$ cat src/kt_pkg.sv
// Shared types, constants and saturation helpers for the Kalman tracker.
package kt_pkg;

  localparam int AXES      = 3;
  localparam int EST_W     = 32;
  localparam int COV_W     = 48;
  localparam int DEN_W     = COV_W + 1;
  localparam int PROD_W    = 2 * COV_W;
  localparam int EST_SUM_W = COV_W + 1;
  localparam int COV_SUM_W = COV_W + 3;
  localparam int DT_W      = 21;
  localparam int STD_W     = 25;
  localparam int CFG_IDX_W = 2;
  localparam int Y_W       = EST_W + 1;
  localparam int GATE_W    = 32;
  localparam int GSUM_W    = COV_W + 2;

  localparam logic [CFG_IDX_W-1:0] REG_TIME_STEP = 2'd0;
  localparam logic [CFG_IDX_W-1:0] REG_ACCEL_STD = 2'd1;
  localparam logic [CFG_IDX_W-1:0] REG_MEAS_STD  = 2'd2;

  localparam logic [DT_W-1:0]  DT_RESET  = 21'd6554;
  localparam logic [STD_W-1:0] STD_RESET = 25'd65536;

  localparam logic signed [COV_W-1:0] PP_RESET = 48'sd65536;
  localparam logic signed [COV_W-1:0] VV_INIT  = 48'sd655360;

  typedef enum logic [1:0] {CMD_INIT, CMD_PREDICT, CMD_UPDATE, CMD_GATE} cmd_t;
  typedef enum logic [1:0] {SH_NONE, SH_16, SH_17, SH_18} shift_t;

  typedef struct packed {
    logic                    start;
    logic signed [COV_W-1:0] a;
    logic signed [COV_W-1:0] b;
    shift_t                  sh;
    logic                    dv;
    logic [DEN_W-1:0]        den;
  } scale_req_t;

  typedef struct packed {
    logic                    done;
    logic                    clamp;
    logic signed [COV_W-1:0] value;
  } scale_rsp_t;

  typedef struct packed {
    logic                    start;
    cmd_t                    cmd;
    logic [DT_W-1:0]         t;
    logic [STD_W-1:0]        acc;
    logic signed [COV_W-1:0] r;
    logic signed [COV_W-1:0] pp;
    logic signed [COV_W-1:0] pv;
    logic [DEN_W-1:0]        s;
  } job_t;

  function automatic logic ovf_est(input logic signed [EST_SUM_W-1:0] v);
    return !((&v[EST_SUM_W-1:EST_W-1]) || !(|v[EST_SUM_W-1:EST_W-1]));
  endfunction

  function automatic logic signed [EST_W-1:0] sat_est(input logic signed [EST_SUM_W-1:0] v);
    logic signed [EST_W-1:0] r;
    if (ovf_est(v)) r = v[EST_SUM_W-1] ? {1'b1, {(EST_W-1){1'b0}}} : {1'b0, {(EST_W-1){1'b1}}};
    else r = v[EST_W-1:0];
    return r;
  endfunction

  function automatic logic ovf_cov(input logic signed [COV_SUM_W-1:0] v);
    return !((&v[COV_SUM_W-1:COV_W-1]) || !(|v[COV_SUM_W-1:COV_W-1]));
  endfunction

  function automatic logic signed [COV_W-1:0] sat_cov(input logic signed [COV_SUM_W-1:0] v);
    logic signed [COV_W-1:0] r;
    if (ovf_cov(v)) r = v[COV_SUM_W-1] ? {1'b1, {(COV_W-1){1'b0}}} : {1'b0, {(COV_W-1){1'b1}}};
    else r = v[COV_W-1:0];
    return r;
  endfunction

endpackage

$ cat src/kt_scale.sv
// Sequential scaled multiply: round(a*b / 2^s) or round(a*b / d), clamped to 48 bits.
module kt_scale import kt_pkg::*; (
  input  logic       clk,
  input  logic       rst,
  input  scale_req_t req,
  output scale_rsp_t rsp
);

  localparam int CNT_W = 7;
  localparam logic [PROD_W-1:0] MAG_MAX = PROD_W'((64'd1 << (COV_W - 1)) - 64'd1);
  localparam logic [PROD_W-1:0] MAG_NEG = PROD_W'(64'd1 << (COV_W - 1));

  typedef enum logic [2:0] {ST_IDLE, ST_MUL, ST_RND, ST_DIV, ST_DRND, ST_FIN} state_t;

  state_t             state;
  logic [COV_W-1:0]   ma, mb;
  logic               neg, dv;
  shift_t             sh;
  logic [DEN_W-1:0]   den;
  logic [PROD_W-1:0]  prod, quo;
  logic [DEN_W-1:0]   rem;
  logic [CNT_W-1:0]   cnt;

  logic [2*COV_W/3+COV_W-1:0] part;
  logic [PROD_W-1:0]  part_sh, prod_rnd, mag, top;
  logic [DEN_W:0]     rem_sh;
  logic               rem_ge, rem_up, over;

  always_comb begin
    part    = ma * mb[15:0];
    part_sh = PROD_W'(part) << {cnt[1:0], 4'b0};
    case (sh)
      SH_16:   prod_rnd = (prod + PROD_W'(1 << 15)) >> 16;
      SH_17:   prod_rnd = (prod + PROD_W'(1 << 16)) >> 17;
      SH_18:   prod_rnd = (prod + PROD_W'(1 << 17)) >> 18;
      default: prod_rnd = prod;
    endcase
    rem_sh = {rem, prod[PROD_W-1]};
    rem_ge = rem_sh >= {1'b0, den};
    rem_up = {rem, 1'b0} >= {1'b0, den};
    top    = neg ? MAG_NEG : MAG_MAX;
    over   = quo > top;
    mag    = over ? top : quo;
  end

  always_ff @(posedge clk) begin
    if (rst) begin
      state    <= ST_IDLE;
      rsp.done <= 1'b0;
    end else begin
      rsp.done <= 1'b0;
      case (state)
        ST_IDLE: begin
          if (req.start) begin
            ma    <= req.a[COV_W-1] ? COV_W'(-req.a) : COV_W'(req.a);
            mb    <= req.b[COV_W-1] ? COV_W'(-req.b) : COV_W'(req.b);
            neg   <= req.a[COV_W-1] ^ req.b[COV_W-1];
            sh    <= req.sh;
            dv    <= req.dv;
            den   <= req.den;
            prod  <= '0;
            cnt   <= '0;
            state <= ST_MUL;
          end
        end
        ST_MUL: begin
          // one 16-bit slice of b per cycle
          prod <= prod + part_sh;
          mb   <= mb >> 16;
          cnt  <= cnt + CNT_W'(1);
          if (cnt == CNT_W'(2)) state <= ST_RND;
        end
        ST_RND: begin
          prod <= prod_rnd;
          quo  <= prod_rnd;
          rem  <= '0;
          cnt  <= CNT_W'(PROD_W - 1);
          state <= dv ? ST_DIV : ST_FIN;
        end
        ST_DIV: begin
          // restoring division, one quotient bit per cycle
          prod <= prod << 1;
          rem  <= rem_ge ? DEN_W'(rem_sh - {1'b0, den}) : rem_sh[DEN_W-1:0];
          quo  <= {quo[PROD_W-2:0], rem_ge};
          cnt  <= cnt - CNT_W'(1);
          if (cnt == '0) state <= ST_DRND;
        end
        ST_DRND: begin
          quo   <= quo + PROD_W'(rem_up);
          state <= ST_FIN;
        end
        ST_FIN: begin
          rsp.value <= neg ? -mag[COV_W-1:0] : mag[COV_W-1:0];
          rsp.clamp <= over;
          rsp.done  <= 1'b1;
          state     <= ST_IDLE;
        end
        default: state <= ST_IDLE;
      endcase
    end
  end

endmodule

$ cat src/kt_lane.sv
// One axis lane: position and velocity of one axis, with its own scale unit.
module kt_lane import kt_pkg::*; (
  input  logic                    clk,
  input  logic                    rst,
  input  job_t                    job,
  input  logic signed [EST_W-1:0] z,
  output logic signed [EST_W-1:0] pos,
  output logic signed [EST_W-1:0] vel,
  output logic [COV_W-1:0]        term,
  output logic                    flag,
  output logic                    busy
);

  typedef enum logic [1:0] {L_IDLE, L_A, L_B} state_t;

  state_t                  state;
  cmd_t                    cmd;
  logic signed [Y_W-1:0]   y, y_now;
  logic signed [COV_W-1:0] pv, yb;
  scale_req_t              sreq;
  scale_rsp_t              srsp;
  logic signed [EST_SUM_W-1:0] pos_sum, vel_sum;

  kt_scale u_scale (.clk(clk), .rst(rst), .req(sreq), .rsp(srsp));

  always_comb begin
    y_now   = {z[EST_W-1], z} - {pos[EST_W-1], pos};
    yb      = COV_W'(y);
    pos_sum = EST_SUM_W'(pos) + EST_SUM_W'(srsp.value);
    vel_sum = EST_SUM_W'(vel) + EST_SUM_W'(srsp.value);
  end

  assign busy = (state != L_IDLE);

  always_ff @(posedge clk) begin
    if (rst) begin
      state      <= L_IDLE;
      pos        <= '0;
      vel        <= '0;
      flag       <= 1'b0;
      term       <= '0;
      sreq.start <= 1'b0;
    end else begin
      sreq.start <= 1'b0;
      case (state)
        L_IDLE: begin
          if (job.start) begin
            cmd      <= job.cmd;
            pv       <= job.pv;
            y        <= y_now;
            flag     <= 1'b0;
            term     <= '0;
            sreq.den <= job.s;
            case (job.cmd)
              CMD_INIT: begin
                pos <= '0;
                vel <= '0;
              end
              CMD_PREDICT: begin
                sreq.a     <= COV_W'(signed'({1'b0, job.t}));
                sreq.b     <= COV_W'(vel);
                sreq.sh    <= SH_16;
                sreq.dv    <= 1'b0;
                sreq.start <= 1'b1;
                state      <= L_A;
              end
              CMD_UPDATE: begin
                sreq.a     <= job.pp;
                sreq.b     <= COV_W'(y_now);
                sreq.sh    <= SH_NONE;
                sreq.dv    <= 1'b1;
                sreq.start <= 1'b1;
                state      <= L_A;
              end
              CMD_GATE: begin
                sreq.a     <= COV_W'(y_now);
                sreq.b     <= COV_W'(y_now);
                sreq.sh    <= SH_NONE;
                sreq.dv    <= 1'b1;
                sreq.start <= 1'b1;
                state      <= L_A;
              end
              default: ;
            endcase
          end
        end
        L_A: begin
          if (srsp.done) begin
            case (cmd)
              CMD_PREDICT, CMD_UPDATE: begin
                pos  <= sat_est(pos_sum);
                flag <= flag | srsp.clamp | ovf_est(pos_sum);
              end
              default: begin
                term <= COV_W'(srsp.value);
                flag <= flag | srsp.clamp;
              end
            endcase
            if (cmd == CMD_UPDATE) begin
              // velocity gain uses the same innovation
              sreq.a     <= pv;
              sreq.b     <= yb;
              sreq.start <= 1'b1;
              state      <= L_B;
            end else begin
              state <= L_IDLE;
            end
          end
        end
        L_B: begin
          if (srsp.done) begin
            vel   <= sat_est(vel_sum);
            flag  <= flag | srsp.clamp | ovf_est(vel_sum);
            state <= L_IDLE;
          end
        end
        default: state <= L_IDLE;
      endcase
    end
  end

endmodule

$ cat config.mk
export PLATFORM = sky130hd
export DESIGN_NAME = kt_lane
export DESIGN_NICKNAME = d
export VERILOG_FILES = /design/src/kt_pkg.sv /design/src/kt_scale.sv /design/src/kt_lane.sv
export SDC_FILE = /design/constraint.sdc
export NUM_CORES = 2
export LEC_CHECK = 0
export BUFFER_PORTS_ARGS = -buffer_cell sky130_fd_sc_hd__buf_2
export CORE_MARGIN = 5
export CORE_UTILIZATION = 45
export CTS_CLUSTER_SIZE = 20
export DETAILED_ROUTE_END_ITERATION = 16
export PLACE_DENSITY_LB_ADDON = 0.25
export SLEW_MARGIN = 40
export SYNTH_ARGS = -nofsm -noshare
export SYNTH_HDL_FRONTEND = slang
export SYNTH_HIERARCHICAL = 1
export SYNTH_SLANG_ARGS = --single-unit
export TNS_END_PERCENT = 50
$ cat constraint.sdc
create_clock -name clk -period 20.5 [get_ports clk]
set_clock_uncertainty 0.2 [all_clocks]
set_input_delay 1.025 -clock clk [delete_from_list [all_inputs] [get_ports clk]]
set_output_delay 1.025 -clock clk [all_outputs]
set_load 0.02 [all_outputs]
After elaboration in Yosys (flattened, before gate mapping)
Index checks and enable logic that the tools add are counted.

Flip-flop bits (word level): 797. Input port bits: 276. Output and inout bits: 114. Logic and storage cells: 173.

Add/subtract/negate cells: 14. Multipliers: 1. $lt $le $gt $ge: 3. Eq/ne operators: 28. Shift operators: 1. Multiplexer cells: 52. Bitwise gates (word level): 5. Reduce and logical (&&, ||, !) cells: 40.

Operators by type and width (count): case mux 96 bit (3 select lines) (2); 2-to-1 mux 48 bit (8); case mux 96 bit (4 select lines) (1); case mux 100 bit (3 select lines) (1); 2-to-1 mux 32 bit (9); 2-to-1 mux 97 bit (2); case mux 97 bit (2 select lines) (1); case mux 48 bit (2 select lines) (2); 2-to-1 mux 149 bit (1); negation 48 bit (3); case mux 32 bit (2 select lines) (2); greater-or-equal comparator 50 x 49 -> 1 bit (2); adder 32 x 48 -> 49 bit (2); case mux 49 bit (2 select lines) (1); adder 96 x 1 -> 96 bit (1); adder 96 x 16 -> 96 bit, second input constant (1); adder 96 x 17 -> 96 bit, second input constant (1); adder 96 x 18 -> 96 bit, second input constant (1); adder 96 bit (1); > comparator 96 x 48 -> 1 bit (1); 2-to-1 mux 96 bit (1); left shift 64 x 6 -> 96 bit (1); multiplier 48 x 16 -> 64 bit (1); 2-to-1 mux 50 bit (1); other kinds (43) (97).

Longest topological paths before layout
Depth after elaboration: 9. Mapped depth: 43. Depth with buffers taken out: 39.

By module
Netlist, hierarchy kept.

By module, submodules not included: kt_scale (times used 1, cells an instance 7767, area an instance 65629.2 µm², seq. area each 13472.9 µm²); kt_lane (times used 1, cells an instance 2141, area an instance 20394.6 µm², seq. area each 8778.4 µm²).

Worst setup path before layout
No wires, ideal clock.

Kind: input port to flip-flop. Start: input job[239] (netlist name). End: register sreq[100] (netlist name), enable pin. Library setup time: 0.952 ns. Arrival time: 14.043 ns. Data required time: 19.348 ns. Slack: 5.305 ns. Stages: 4. Buffers on the path: 1. Cell sequence: ha_1 > clkbuf_1 > o21ai_0 > a2111oi_0.

Word-level cells in the longest chain between the ends: 3. Elaborated cells on any way between the ends: 5. Classes of those cells: eq/ne (4); reduce/logical (1).

RTL lines: start: declaration (line kt_lane.sv:5) `input job_t job,`; == test 2 bit or == test 2 x 1 -> 1 bit (tied branches) (line kt_lane.sv:54) `case (job.cmd)`; != test 4 x 1 -> 1 bit (no source line) (*); AND reduction 6 bit (no source line) (*); end: declaration (line kt_lane.sv:20) `scale_req_t sreq;`.

Every way passes the cells marked *; elsewhere a longest branch is shown, timed or not. A chain may end at the register's enable or synchronous reset.

Worst setup path after layout
Start: register u_scale.ma[12]. End: register u_scale.prod[91] (data pin).

Word-level cells in the longest chain between the ends: 4.

RTL lines: start: declaration (line kt_scale.sv:16) `logic [COV_W-1:0] ma, mb;`; start signal: assignment (line kt_scale.sv:55) `ma <= req.a[COV_W-1] ? COV_W'(-req.a) : COV_W'(req.a);`; multiplier 48 x 16 -> 64 bit (line kt_scale.sv:30) `part = ma * mb[15:0];`; left shift 64 x 6 -> 96 bit (line kt_scale.sv:31) `part_sh = PROD_W'(part) << {cnt[1:0], 4'b0};`; adder 96 bit (line kt_scale.sv:68) `prod <= prod + part_sh;`; case mux 96 bit (4 select lines) (line kt_scale.sv:52) `case (state)`; end signal: assignment (line kt_scale.sv:68); end signal: assignment (line kt_scale.sv:74) `prod <= prod_rnd;`; end signal: assignment (line kt_scale.sv:82) `prod <= prod << 1;`; end: declaration (line kt_scale.sv:20) `logic [PROD_W-1:0] prod, quo;`.

No other way between the ends.

==> results.yml <==
status:
  status: "completed"
drt:
  drtIter0Drc: 8081
  firstDrtPassIters: 9
  drt_wl_total_um: 312200
  ant_nets: 0
  drc_errors: 0
  vias_per_cell: 6.125
  vias: 75880
  avgRoutedWirePerCell_um: 25.21
logic_synthesis:
  ys_async_sr_fraction_pct: 0
  synth_area_per_cell_sq_um: 8.682
  synth_seq_area_share_pct: 25.87
  synth_top_family_by_area: "adder cells"
  synth_edf_count: 661
  synth.distinct_cells: 125
  synth.cells.most_frequent: "nand2_1, inv_1, edfxtp_1"
  syn-cell-area_sq_um: 86020
  synth_nets: 11320
  yosys.area_share.simple_pct: 18.07
  yosysTopAreaCellShare_pct: 23.07
  yosysMostFrequentCell: "nand2_1"
  synth_top_area_cell: "edfxtp_1"
  synthTopCellsByArea: "edfxtp_1, fa_1, ha_1, nand2_1, inv_1"
  synth-compound-area-share_pct: 17.89
  ys_seq_elements: 781
  synthMuxAreaShare_pct: 1.966
  synth_flop_cell: "edfxtp_1"
  synth_fa_ha_area_share_pct: 22.12
  ys_warn_count: 6
  syn_inst: 9908
  synth_xor_xnor_area_share_pct: 6.923
sta:
  fmax_mhz: 84.69
  final-setup-viol-count: 0
  fin_ws_ps: 8692
  tns_ps: 0
  drv_slew: 0
  worst_pin_slew_ps: 919.8
  relSlewSlack_pct: 38.68
  fin_crit_sh_pct: 57.60
  hold_violations: 0
  rsz0062_at_grt: "false"
  finalCriticalPeriod_ps: 11810
clocking:
  cts_resized: 0
  clockBufferDepth: 3
  clk_pin_slew_ps: 70
  insertion_delay_ps: 780
  clkSinkCount: 781
  cts_buffers: 92
  clock-root-buffer: "clkbuf_16"
  cts_tree: "built"
  h-tree-depth: 3
  postCtsSetupBuffers: 0
  cts_hold_buffers: 0
global_routing:
  grt_pass1_vias: 74050
  grt_pass1_wl_um: 468500
  grt_max_degree: 168
  grtUsageTotal_pct: 30.60
  antenna_found_initial: 12
  grt.overflow.total: 0
setup_path:
  worst_ep_arrival_time_ps: 12050
  crit_path_end_kind: "register"
  crit_top_cell: "o21ai_0"
  critPathMaxFanout: 16
  cp_slowest_cell: "edfxtp_1"
  critPathLaunchType: "register"
  worstPathRequired_ps: 20750
  r2r_slack_ps: 8690
  worstSetupPathType: "register to register"
  slowest_delay_ps: 880
cells_and_area:
  seq_area_sq_um: 22260
  multi_input_area_sq_um: 57800
  area_growth_pct: 7.469
  drive_gt1_share_pct: 8.226
  fill_cells: 18220
  fin_nets: 11200
floorplan:
  io_pins: 390
  rows: 160
  die_area_sq_um: 200000
  die_h_um: 447.2
  die-width_um: 447.2
  core_sq_um: 190200
  initial_utilization_pct: 45.23
run:
  maxCapViolCount: 0
placement:
  hpwl_um: 244800
  gp_congestion: 1.042
  io_buffers: 316
  pre_cts_ws_ps: 8947
worst_hold_path:
  hold_path.class: "register to register"
## stage by stage
stage | instances | area (sq um) | hold WS [ps] | utilization, %
floorplan | 9908 | 86020 | 200.3 | -
global placement | 12200 | 89090 | 204.3 | 46.84
detailed placement | 12210 | 89190 | 204.5 | 46.90
CTS | 12380 | 92370 | 165.3 | 48.57
global route | 12390 | 92440 | 183.8 | 48.61
finish | 12390 | 92450 | 196.5 | 48.61
## sequential cells by signal (all words and copies together), names as in the netlist, 2 cells and up
register / count
pv: 48
u_scale/ma: 48
u_scale/cnt: 7
u_scale/quo: 96
sreq: 133
vel: 32
u_scale/den: 49
term: 48
u_scale/rem: 49
cmd: 2
u_scale/mb: 48
state: 2
y: 33
u_scale/sh: 2
u_scale/prod: 96
u_scale/state: 3
pos: 32
u_scale/rsp: 50
## layout by cell type, fill, tap and decap left out, drive strengths merged, types with 153 or more instances in the layout
| cell | netlist | layout |
|---|---|---|
| a21o | 206 | 206 |
| a21oi | 628 | 628 |
| and2 | 294 | 294 |
| buf | 148 | 428 |
| edfxtp | 661 | 661 |
| fa | 648 | 648 |
| ha | 484 | 484 |
| inv | 945 | 956 |
| nand2 | 1336 | 1336 |
| nand3 | 242 | 242 |
| nand4 | 188 | 188 |
| nor2 | 659 | 659 |
| nor3 | 153 | 153 |
| o21ai | 581 | 581 |
| xnor2 | 394 | 394 |
| xor2 | 286 | 286 |
## layout make-up
class | count | area share [%]
clock buffers | 107 | 2.562
flip-flops and latches | 781 | 24.08
multi-input cells | 7542 | 62.53
clock inverters | 66 | 0.8811
inverters | 946 | 3.844
repair buffers | 429 | 2.696
diodes | 6 | 0.01624
well taps | 2511 | 3.398
## final timing paths
kind | start | cells past startpoint | end
hold / removal | sreq[48]$_DFFE_PP_ | 0 | u_scale/den[48]$_DFFE_PP_
setup / recovery | u_scale/ma[12]$_DFFE_PP_ | 35 | u_scale/prod[91]$_DFFE_PP_
setup reg to reg | u_scale/ma[12]$_DFFE_PP_ | 35 | u_scale/prod[91]$_DFFE_PP_
hold reg to reg | sreq[48]$_DFFE_PP_ | 0 | u_scale/den[48]$_DFFE_PP_
## critical path: cells and delay by family (launching register included)
kind,cells,cell delay (ps)
simple gates,5,1740
xor+xnor,2,620
compound gates,18,3960
buf+inv,2,110
flops,1,880
fa+ha+maj,8,3940
## logic make-up (layout without fill, tap and decap cells)
group / count (synthesis) / after routing
AND/OR/NAND/NOR: 3282 / 3282
AO/OA/AOI/OAI: 2340 / 2340
buffers and inverters: 1585 / 1548
adder cells (fa/ha/maj): 1132 / 1132
flip-flops: 781 / 781
XOR/XNOR: 680 / 680
multiplexers: 107 / 107
other: 1 / 7
## layer usage
metal | routed length (um) | vias up | global-route usage, % | share of wire [%]
li1 | - | 34300 | - | -
met1 | 132000 | 37570 | 42.08 | 42
met2 | 136300 | 3396 | 46.71 | 44
met3 | 25890 | 608 | 5.487 | 8.3
met4 | 18060 | 6 | 14.84 | 5.8
met5 | 40 | - | 0 | 0.013
Power is left out: the tool's default activity adds up to more than one toggle a clock period on the data nets, which glitch-free logic cannot reach.
