## src/kt_pkg.sv

```systemverilog
// Shared types, constants and saturation helpers for the Kalman tracker.
package kt_pkg;

  localparam int AXES      = 3;
  localparam int EST_W     = 32;
  localparam int COV_W     = 48;
  localparam int DEN_W     = COV_W + 1;
  localparam int PROD_W    = 2 * COV_W;
  localparam int EST_SUM_W = COV_W + 1;
  localparam int COV_SUM_W = COV_W + 3;
  localparam int DT_W      = 21;
  localparam int STD_W     = 25;
  localparam int CFG_IDX_W = 2;
  localparam int Y_W       = EST_W + 1;
  localparam int GATE_W    = 32;
  localparam int GSUM_W    = COV_W + 2;

  localparam logic [CFG_IDX_W-1:0] REG_TIME_STEP = 2'd0;
  localparam logic [CFG_IDX_W-1:0] REG_ACCEL_STD = 2'd1;
  localparam logic [CFG_IDX_W-1:0] REG_MEAS_STD  = 2'd2;

  localparam logic [DT_W-1:0]  DT_RESET  = 21'd6554;
  localparam logic [STD_W-1:0] STD_RESET = 25'd65536;

  localparam logic signed [COV_W-1:0] PP_RESET = 48'sd65536;
  localparam logic signed [COV_W-1:0] VV_INIT  = 48'sd655360;

  typedef enum logic [1:0] {CMD_INIT, CMD_PREDICT, CMD_UPDATE, CMD_GATE} cmd_t;
  typedef enum logic [1:0] {SH_NONE, SH_16, SH_17, SH_18} shift_t;

  typedef struct packed {
    logic                    start;
    logic signed [COV_W-1:0] a;
    logic signed [COV_W-1:0] b;
    shift_t                  sh;
    logic                    dv;
    logic [DEN_W-1:0]        den;
  } scale_req_t;

  typedef struct packed {
    logic                    done;
    logic                    clamp;
    logic signed [COV_W-1:0] value;
  } scale_rsp_t;

  typedef struct packed {
    logic                    start;
    cmd_t                    cmd;
    logic [DT_W-1:0]         t;
    logic [STD_W-1:0]        acc;
    logic signed [COV_W-1:0] r;
    logic signed [COV_W-1:0] pp;
    logic signed [COV_W-1:0] pv;
    logic [DEN_W-1:0]        s;
  } job_t;

  function automatic logic ovf_est(input logic signed [EST_SUM_W-1:0] v);
    return !((&v[EST_SUM_W-1:EST_W-1]) || !(|v[EST_SUM_W-1:EST_W-1]));
  endfunction

  function automatic logic signed [EST_W-1:0] sat_est(input logic signed [EST_SUM_W-1:0] v);
    logic signed [EST_W-1:0] r;
    if (ovf_est(v)) r = v[EST_SUM_W-1] ? {1'b1, {(EST_W-1){1'b0}}} : {1'b0, {(EST_W-1){1'b1}}};
    else r = v[EST_W-1:0];
    return r;
  endfunction

  function automatic logic ovf_cov(input logic signed [COV_SUM_W-1:0] v);
    return !((&v[COV_SUM_W-1:COV_W-1]) || !(|v[COV_SUM_W-1:COV_W-1]));
  endfunction

  function automatic logic signed [COV_W-1:0] sat_cov(input logic signed [COV_SUM_W-1:0] v);
    logic signed [COV_W-1:0] r;
    if (ovf_cov(v)) r = v[COV_SUM_W-1] ? {1'b1, {(COV_W-1){1'b0}}} : {1'b0, {(COV_W-1){1'b1}}};
    else r = v[COV_W-1:0];
    return r;
  endfunction

endpackage

```

## src/kt_merge.sv

```systemverilog
// Merge lane results: gate distance sum with clamp, and the saturation flag.
module kt_merge import kt_pkg::*; (
  input  cmd_t                        cmd,
  input  logic                        bypass,
  input  logic [AXES-1:0][COV_W-1:0]  terms,
  input  logic [AXES-1:0]             lane_flags,
  input  logic                        cov_flag,
  output logic [GATE_W-1:0]           gate,
  output logic                        sat
);

  logic [GSUM_W-1:0] sum;
  logic              over;

  always_comb begin
    sum = '0;
    for (int i = 0; i < AXES; i++) sum = sum + GSUM_W'(terms[i]);
    over = (sum > GSUM_W'({GATE_W{1'b1}}));
    if (bypass) begin
      // innovation variance not positive: refuse the command
      gate = (cmd == CMD_GATE) ? {GATE_W{1'b1}} : '0;
      sat  = 1'b1;
    end else begin
      gate = over ? {GATE_W{1'b1}} : sum[GATE_W-1:0];
      sat  = over | (|lane_flags) | cov_flag;
    end
  end

endmodule

```

## config.mk

```make
export PLATFORM = sky130hd
export DESIGN_NAME = kt_merge
export DESIGN_NICKNAME = d
export VERILOG_FILES = /design/src/kt_pkg.sv /design/src/kt_merge.sv
export SDC_FILE = /design/constraint.sdc
export NUM_CORES = 1
export LEC_CHECK = 0
export ABC_AREA = 1
export BUFFER_PORTS_ARGS = -buffer_cell sky130_fd_sc_hd__buf_4
export CORE_UTILIZATION = 55
export DETAILED_ROUTE_END_ITERATION = 7
export PLACE_DENSITY = 0.91
export RECOVER_POWER = 100
export SETUP_SLACK_MARGIN = 0.15
export SLEW_MARGIN = 20
export SYNTH_ARGS = -nofsm -noshare
export SYNTH_HDL_FRONTEND = slang
export SYNTH_SLANG_ARGS = --single-unit
export TNS_END_PERCENT = 20
```

## constraint.sdc

```tcl
create_clock -name vclk -period 4.1
set_input_delay 0.41 -clock vclk [all_inputs]
set_output_delay 0.41 -clock vclk [all_outputs]
set_load 0.01 [all_outputs]
```

## Word level (Yosys, flattened, before mapping)

Index checks and enable logic that the tools add are counted.

- $add $sub $neg: 2
- Multiply operators: 0
- Div/mod/pow operators: 0
- Magnitude comparators: 1
- Equal/unequal tests: 1
- Shift operators: 0
- Mux-type cells: 4
- Bitwise operators: 2
- Reduce and logical (&&, ||, !) cells: 1

Operators with widths:

| cell | count |
|---|---|
| $mux W32 | 3 |
| $add A49 B48 Y50 | 1 |
| $gt A50 B32 Y1 const B | 1 |
| $add A48 B48 Y49 | 1 |
| $reduce_or A3 Y1 | 1 |
| $eq A2 B2 Y1 const B | 1 |
| $or A1 B1 Y1 | 2 |
| $mux W1 | 1 |

- Bits in registers: 0
- Bits in latches: 0
- Memory bits (writable): 0
- Memory bits (read-only): 0
- Input bits: 151
- Memories kept: 0

## Depth between registers and ports, before layout

Gate-level depths: netlist of the first run.

- Depth in word-level cells: 6
- Mapped depth: 23
- Mapped depth without buffers: 22

## Worst setup path before layout of the first run

OpenSTA, ideal clock, no wires.

- Path type: input to output
- Start: input port terms[1] in the netlist's numbering
- End: output port gate[10]
- Data arrival time: 3137 ps
- Required time: 3690 ps
- Slack: 553 ps
- Stages on the path: 23
- Buffers on the path: 1
- Path through: fa_1 -> ha_1 -> inv_1 -> fa_1 -> inv_1 -> nand2_1 -> nand2_1 -> nand3_1 -> nand2_1 -> nand2_1 -> nand2_2 -> nand2_1 -> nand2_2 -> nand2_1 -> nand2_1 -> nand2_1 -> nand2_1 -> nand3_2 -> nor2_4 -> buf_6 -> nand3_2 -> nand2_1 -> nand2_1

- Longest elaborated chain between the ends: 5

RTL lines:

| item | line | text |
|---|---|---|
| from (decl) | kt_merge.sv:5 | `input logic [AXES-1:0][COV_W-1:0] terms,` |
| $add A48 B48 Y49 * | kt_merge.sv:17 | `for (int i = 0; i < AXES; i++) sum = sum + GSUM_W'(terms[i]);` |
| $add A49 B48 Y50 * | kt_merge.sv:17 |  |
| $gt A50 B32 Y1 | kt_merge.sv:18 | `over = (sum > GSUM_W'({GATE_W{1'b1}}));` |
| $mux W32 * | kt_merge.sv:24 | `gate = over ? {GATE_W{1'b1}} : sum[GATE_W-1:0];` |
| $mux W32 * | kt_merge.sv:19 | `if (bypass) begin` |
| to (decl) | kt_merge.sv:8 | `output logic [GATE_W-1:0] gate,` |

Every way passes the cells marked *; elsewhere a longest branch is shown, timed or not.

## Worst setup path after layout of the first run

- Start: input port terms[26] in the netlist's numbering
- End: output port gate[3]

- Longest elaborated chain between the ends: 5

RTL lines:

| item | line |
|---|---|
| $add A48 B48 Y49 | kt_merge.sv:17 |
| $add A49 B48 Y50 | kt_merge.sv:17 |
| $gt A50 B32 Y1 | kt_merge.sv:18 |
| $mux W32 | kt_merge.sv:24 |
| $mux W32 | kt_merge.sv:19 |

No other way between the ends.

==> flow_summary.json, run 1 <==
{
  "status": "finished, final reports clean",
  "vias": 7614,
  "critical_path_depth": 22,
  "max-vdd-ir-drop_v": 0.0001683,
  "tightest_slew_ps": 1083,
  "wire_per_inst_um": 17.07,
  "cp.buffers_inverters": 5,
  "drtAntennaViolNets": 0,
  "holdPathStages": 4,
  "critPathTopFamily": "simple AND/OR/NAND/NOR gates",
  "pwr_density_cell_nw_per_um2": 252.2,
  "grt_overflow": 0,
  "grt_pass1_wl_um": 33090,
  "drt-total-wl_um": 23450,
  "post-route-min-period_ps": 4092,
  "power_leakage_nw": 4.464,
  "diodes": 0,
  "clkbuf_count": 0,
  "syn_to_final_growth_pct": 42.70,
  "layout_commonest_cell": "nand2_1",
  "fmax_mhz": 244.4,
  "grt_pass1_vias": 7090,
  "endpoint_kind": "output port",
  "synth_area_um2": 5767,
  "die_area_um2": 10900,
  "hold_buffers": 0,
  "hold_viol": 0,
  "netlist_top_cells_area": "nand2_1 29%, fa_1 17%, inv_1 13%",
  "avgSynthCellArea_um2": 5.583,
  "cp_slowest_cell": "fa_1",
  "vias_per_cell": 5.541,
  "yosys.area.top_type": "nand2_1",
  "core_um2": 10230,
  "crit_path_cell_trace": "buf_4 > fa_1 > ha_2 > nand2_2 > inv_1 > nand2_1 > nand2_1 > nand2_1 > nand2_1 > a21oi_1 > nand3_1 > nand2_1 > nand2_1 > nor2_1 > nand3_1 > nor2_4 > buf_6 > buf_16 > nand3_2 > nand2_1 > nand2_1 > buf_6",
  "synth.distinct_cells": 31,
  "drt_iter0_markers": 651,
  "placement.io_buffers": 184,
  "path_class": "input port to output port",
  "dp_hpwl_um": 17500,
  "critPathLaunchType": "input port",
  "yosys_warnings": 0,
  "final_cell_area_um2": 8229,
  "nets": 1487,
  "grtUsageTotal": 0.3776,
  "relSlewSlack": 0.2769,
  "drc": 0,
  "start_util": 0.5637,
  "rsz0062_at_grt": "yes",
  "cp_data_required_time_ps": 3690,
  "rows": 37,
  "hold_ws_ps": 1117,
  "setup_viol": 0,
  "netlist.area_leader.share": 0.2883,
  "regArea_um2": 0,
  "max_stage_delay_ps": 540,
  "layout_common_cells": "417 x nand2_1, 196 x inv_1, 181 x buf_4, 54 x nor2_1, 48 x fa_1",
  "dr.pass1.iters": 6,
  "period_share": 0.9981,
  "cp_common_cell": "nand2_1",
  "routabilityCongestion": 1.034,
  "hold_path.class": "input port to output port",
  "n_sequential_cell": 0,
  "setup_tns_ps": 0,
  "cp_max_fo": 8,
  "grt_start_max_net_pins": 33,
  "synth_seq_area_share": 0,
  "synth.net_count": 1280,
  "drive_above_1_share": 0.2956,
  "die_w_um": 104.4,
  "place_area_um2": 7392,
  "netlist_instances": 1033,
  "slew_viol_final": 0,
  "antenna_found_initial": 0,
  "worst_ep_arrival_time_ps": 3680,
  "ioPinCount": 184,
  "die_h_um": 104.4,
  "cap_violations": 0
}
-- cells in the mapped netlist (4+ instances only) --
cell and n:
fa_1 49, nor2_1 75, nor3_1 9, inv_2 4, nor2_2 6, o21bai_1 5
nand4_1 15, xnor2_1 18, buf_6 6, a21oi_1 38, nand2_2 5, nand3b_1 5
nand3_2 31, nand3_1 38, o21ai_0 4, ha_1 47, inv_1 199, nand2_1 443
xor2_1 12
-- cells by family (layout without fill, tap and decap cells) --
logic type                 count (synthesis)  after routing  synth area share
and+or+nand+nor                          636            636            0.4808
AOI/OAI and AO/OA                         54             54           0.05186
xor gates and xnor gates                  30             30           0.04556
buffers and inverters                    217            422            0.1497
adders and majority gates                 96             96            0.2721
-- report_power, final --
part / switching (mW) / internal [mW]
clock: 0 / 0
sequential: 0 / 0
combinational: 1.27 / 0.802
-- metrics by stage --
step,setup slack (ps),power (mW),utilization,std cells
CTS,175.1,1.794,0.7412,1367
floorplan,553.0,1.158,-,1033
global route,-161.6,2.251,0.8043,1374
global placement,132.3,1.726,0.7225,1360
detailed placement,56.69,1.749,0.7225,1360
finish,7.810,2.075,0.8043,1374
-- area by class of cell --
type / instances / area, µm²
Tap cell: 136 / 170.2
Multi-Input combinational cell: 816 / 5386
Timing Repair Buffer: 217 / 1903
Inverter: 205 / 769.5
Fill cell: 738 / 2002
-- layer usage --
| metal | vias up | part of all wire | track usage |
|---|---|---|---|
| li1 | 3540 | - | - |
| met1 | 3450 | 0.37 | 0.4466 |
| met2 | 475 | 0.46 | 0.6684 |
| met3 | 149 | 0.085 | 0.04198 |
| met4 | 0 | 0.078 | 0.1959 |
| met5 | - | 0 | 0 |
-- worst paths after layout --
path          start  endpoint  slack [ps]
max       terms[26]   gate[3]           8
min   lane_flags[0]       sat        1120
-- timing repair --
item	CTS	global route
cloned	3	5
gates resized for setup	17	121
pin swaps	2	25
endpoints found under the setup margin	32	33
setup buffers	4	2
endpoints found under the hold margin	0	0
(Power assumes the default switching activity.)
==> run 2, diff against run 1 <==
ABC_AREA = default   (was 1)
CORE_UTILIZATION = 52   (was 55)
==> run 2 against run 1 <==
The run now fails in global routing (5_1_grt). Synthesized cell count shrank 42%. Area after synthesis shrank 19%.
==> flow_summary.json, run 2 <==
{
  "status": "aborted with a tool error",
  "lastStage": "global routing (5_1_grt)",
  "firstError": "[ERROR GRT-0232] Routing congestion too high. Check the congestion heatmap in the GUI.",
  "yosys_warnings": 0,
  "synth_simple_gate_area_frac": 0.1896,
  "netlist_top_cells_area": "fa_1 21%, ha_1 13%, a21oi_1 8.0%",
  "muxShareOfSynthArea": 0.006676,
  "rows": 34,
  "die_h_um": 96.93,
  "ioPinCount": 184,
  "synth_top_family_by_area": "compound AO/OA/AOI/OAI gates",
  "dp_hpwl_um": 16440,
  "ys_top_cells_by_count": "75 x a21oi_1, 59 x nand2_1, 49 x fa_1",
  "synthAdderAreaFrac": 0.3348,
  "preCtsSetupSlack_ps": -562.4,
  "placement.io_buffers": 184,
  "yosys.area.top_type": "fa_1",
  "avgSynthCellArea_um2": 7.849,
  "synth_seq_area_share": 0,
  "worstEndpointGrtRepair": "gate[28]",
  "synth.distinct_cells": 65,
  "synth_compound_area_frac": 0.3669,
  "place_area_um2": 7460,
  "netlist_instances": 597,
  "routabilityCongestion": 1.135,
  "grt_start_max_net_pins": 34,
  "endpoint_type": "output port",
  "synthMostInstantiatedCell": "a21oi_1",
  "synth_area_um2": 4686,
  "grt_overflow": 8,
  "netlist.area_leader.share": 0.2093,
  "grtUsageTotal": 0.7543,
  "start_util": 0.5373,
  "synth.net_count": 844,
  "die_w_um": 96.93,
  "hold_buffers": 0,
  "synth_xor_area_frac": 0.05794
}
==> run 2: cell types whose count changed after synthesis, sizes merged, moves of 8 or more <==
cell    previous run  this run
nand2            448        59
inv              203        15
nand3             69         9
o21ai              4        50
nor2              84        45
a21oi             39        77
a41oi              0        28
clkbuf             3        18
a31oi              2        12
a21o               1         9
==> run 2: per-layer routing <==
layer | GRT overflow | global-route usage
met4 | 3 | 0.7635
met2 | 5 | 0.9133
met3 | 0 | 0.6438
met1 | 0 | 0.7293
met5 | 0 | 0.2418
==> run 2: timing repair <==
| item | CTS |
|---|---|
| cloned | 0 |
| resized for setup | 32 |
| pin swaps | 5 |
| setup endpoints to repair | 33 |
| buffers inserted | 8 |
==> run 2: logic make-up after synthesis <==
logic type | after synthesis
muxes | 3
xor gates and xnor gates | 31
buffers and inverters | 46
adders and majority gates | 96
and+or+nand+nor | 182
AOI/OAI and AO/OA | 239
==> run 2: stage by stage <==
stage	std cells	hold slack (ps)
CTS	1030	1135
global placement	1022	1125
floorplan	597	951.1
detailed placement	1022	1135
==> run 3, diff against run 2 <==
CORE_UTILIZATION = 40   (was 52)
PLACE_DENSITY = default   (was 0.91)
PLACE_DENSITY_LB_ADDON = 0.15   (was default)
SETUP_SLACK_MARGIN = default   (was 0.15)
==> run 3 against run 2 <==
The flow now finishes, with violations (setup timing). Area after synthesis did not move. Synthesized cell count did not move.
==> flow_summary.json, run 3 <==
{
  "status": "finished, violations left",
  "violations": "setup timing",
  "pwr_density_cell_nw_per_um2": 282.1,
  "die_w_um": 110.2,
  "switching_power_mw": 1.204,
  "start_util": 0.4104,
  "fin_ws_ps": -429.9,
  "core_um2": 11420,
  "grt_start_max_net_pins": 33,
  "clkbuf_count": 0,
  "synth.net_count": 844,
  "n_sequential_cell": 0,
  "routabilityCongestion": 0.9417,
  "wire_per_inst_um": 18.94,
  "total_power_mw": 2.329,
  "synth.distinct_cells": 65,
  "dr.pass1.iters": 6,
  "setup_tns_ps": -12940,
  "yosys.area.top_type": "fa_1",
  "drt-total-wl_um": 20910,
  "pwr-share-comb": 1.000,
  "yosys_warnings": 0,
  "netlist_top_cells_area": "fa_1 21%, ha_1 13%, a21oi_1 8.0%",
  "period_share": 1.105,
  "path_class": "input port to output port",
  "max-vdd-ir-drop_v": 0.0001538,
  "hold_buffers": 0,
  "fmax_mhz": 220.8,
  "die_area_um2": 12150,
  "pwr-share-clk": 0,
  "grt_overflow": 0,
  "setup_viol": 33,
  "ys_top_cells_by_count": "75 x a21oi_1, 59 x nand2_1, 49 x fa_1",
  "synth_area_um2": 4686,
  "final_cell_area_um2": 8257,
  "netlist.area_leader.share": 0.2093,
  "rsz0062_at_grt": "yes",
  "hold_viol": 0,
  "synth_compound_area_frac": 0.3669,
  "nets": 1210,
  "power_leakage_nw": 3.625,
  "critPathLaunch": "terms[2]",
  "hp-start": "cov_flag",
  "synthMostInstantiatedCell": "a21oi_1",
  "grtUsageTotal": 0.3258,
  "endpoint_kind": "output port",
  "cp_max_fo": 16,
  "layout_commonest_cell": "buf_4",
  "syn_to_final_growth_pct": 76.21,
  "dp_hpwl_um": 16300,
  "antenna_found_initial": 0,
  "power_frac_seq": 0,
  "place_area_um2": 7582,
  "grt_pass1_wl_um": 30480,
  "diodes": 0,
  "worst_ep_arrival_time_ps": 4120,
  "die_h_um": 110.2,
  "layout_common_cells": "375 x buf_4, 67 x a21oi_1, 59 x nand2_1, 47 x fa_1, 43 x nor2_1",
  "grt_pass1_vias": 6381,
  "rows": 39,
  "drive_above_1_share": 0.5047,
  "post-route-min-period_ps": 4530,
  "switching_share": 0.5169,
  "ioPinCount": 184,
  "preCtsSetupSlack_ps": -616.1,
  "vias_per_cell": 5.882,
  "synthAdderAreaFrac": 0.3348,
  "synth_top_family_by_area": "compound AO/OA/AOI/OAI gates",
  "critPathLaunchType": "input port",
  "cp_data_required_time_ps": 3690,
  "drtAntennaViolNets": 0,
  "tightest_slew_ps": 698.6,
  "drc": 0,
  "synth_seq_area_share": 0,
  "hold_path.class": "input port to output port",
  "relSlewSlack": 0.5332,
  "cap_violations": 0,
  "internal_power_mw": 1.125,
  "vias": 6494,
  "synth_simple_gate_area_frac": 0.1896,
  "drt_iter0_markers": 425,
  "hold_ws_ps": 1160,
  "slew_viol_final": 0,
  "placement.io_buffers": 184,
  "avgSynthCellArea_um2": 7.849,
  "muxShareOfSynthArea": 0.006676,
  "netlist_instances": 597,
  "regArea_um2": 0,
  "synth_xor_area_frac": 0.05794
}
[run 3: cell counts after synthesis]
Identical to the previous run, type by type.
[run 3: final timing paths]
kind,to,slack (ps),depth (start not counted)
max,gate[6],-430,17
min,sat,1160,4
[run 3: worst max-delay path, stage by stage]
cell       delay [ps]
buf_4             120
fa_1              490
ha_1              330
a211oi_2          270
buf_4             150
o211ai_1           90
nand3_2           160
buf_4             150
a21oi_1           120
o211ai_1          290
nor3b_2           330
o221ai_2          160
a2111oi_4         330
buf_4             200
buf_16            160
a41oi_2           150
buf_4             190
[run 3: kinds of logic (layout without fill, tap and decap cells)]
group / count (synthesis) / after routing
multiplexers: 3 / 3
XOR/XNOR: 31 / 31
buffers and inverters: 46 / 410
AND/OR/NAND/NOR: 182 / 182
adder cells (fa/ha/maj): 96 / 96
AO/OA/AOI/OAI: 239 / 239
[run 3: routing by layer]
layer / global-route usage / wire, µm / up-vias
met5: 0 / 0 / -
met2: 0.6089 / 10540 / 295
met4: 0.1870 / 1345 / 0
met3: 0.03233 / 1136 / 86
li1: - / - / 3033
met1: 0.3564 / 7881 / 3080
[run 3: power groups by stage]
stage	logic [mW]	registers (mW)	clock network, mW
after floorplan	1.07	0	0
final	2.33	0	0
after global routing	2.52	0	0
after detailed placement	2.09	0	0
after global placement	2.06	0	0
after CTS	2.18	0	0
[run 3: timing repair]
action / in CTS / in global routing
setup endpoints to repair: 33 / 33
pin swaps: 16 / 34
setup buffers: 7 / 5
gates cloned: 4 / 2
gates resized for setup: 35 / 46
[run 3: through the flow]
stage               std cells  utilization
floorplan                 597            -
finish                   1104       0.7231
global placement         1085       0.6640
CTS                      1096       0.6930
global route             1104       0.7231
detailed placement       1085       0.6640
[run 3: cell type report]
class,count,area (µm²)
inverter,16,60.06
timing repair buffer,394,3156
tap,143,178.9
fill,911,3162
multi-input combinational,551,4862
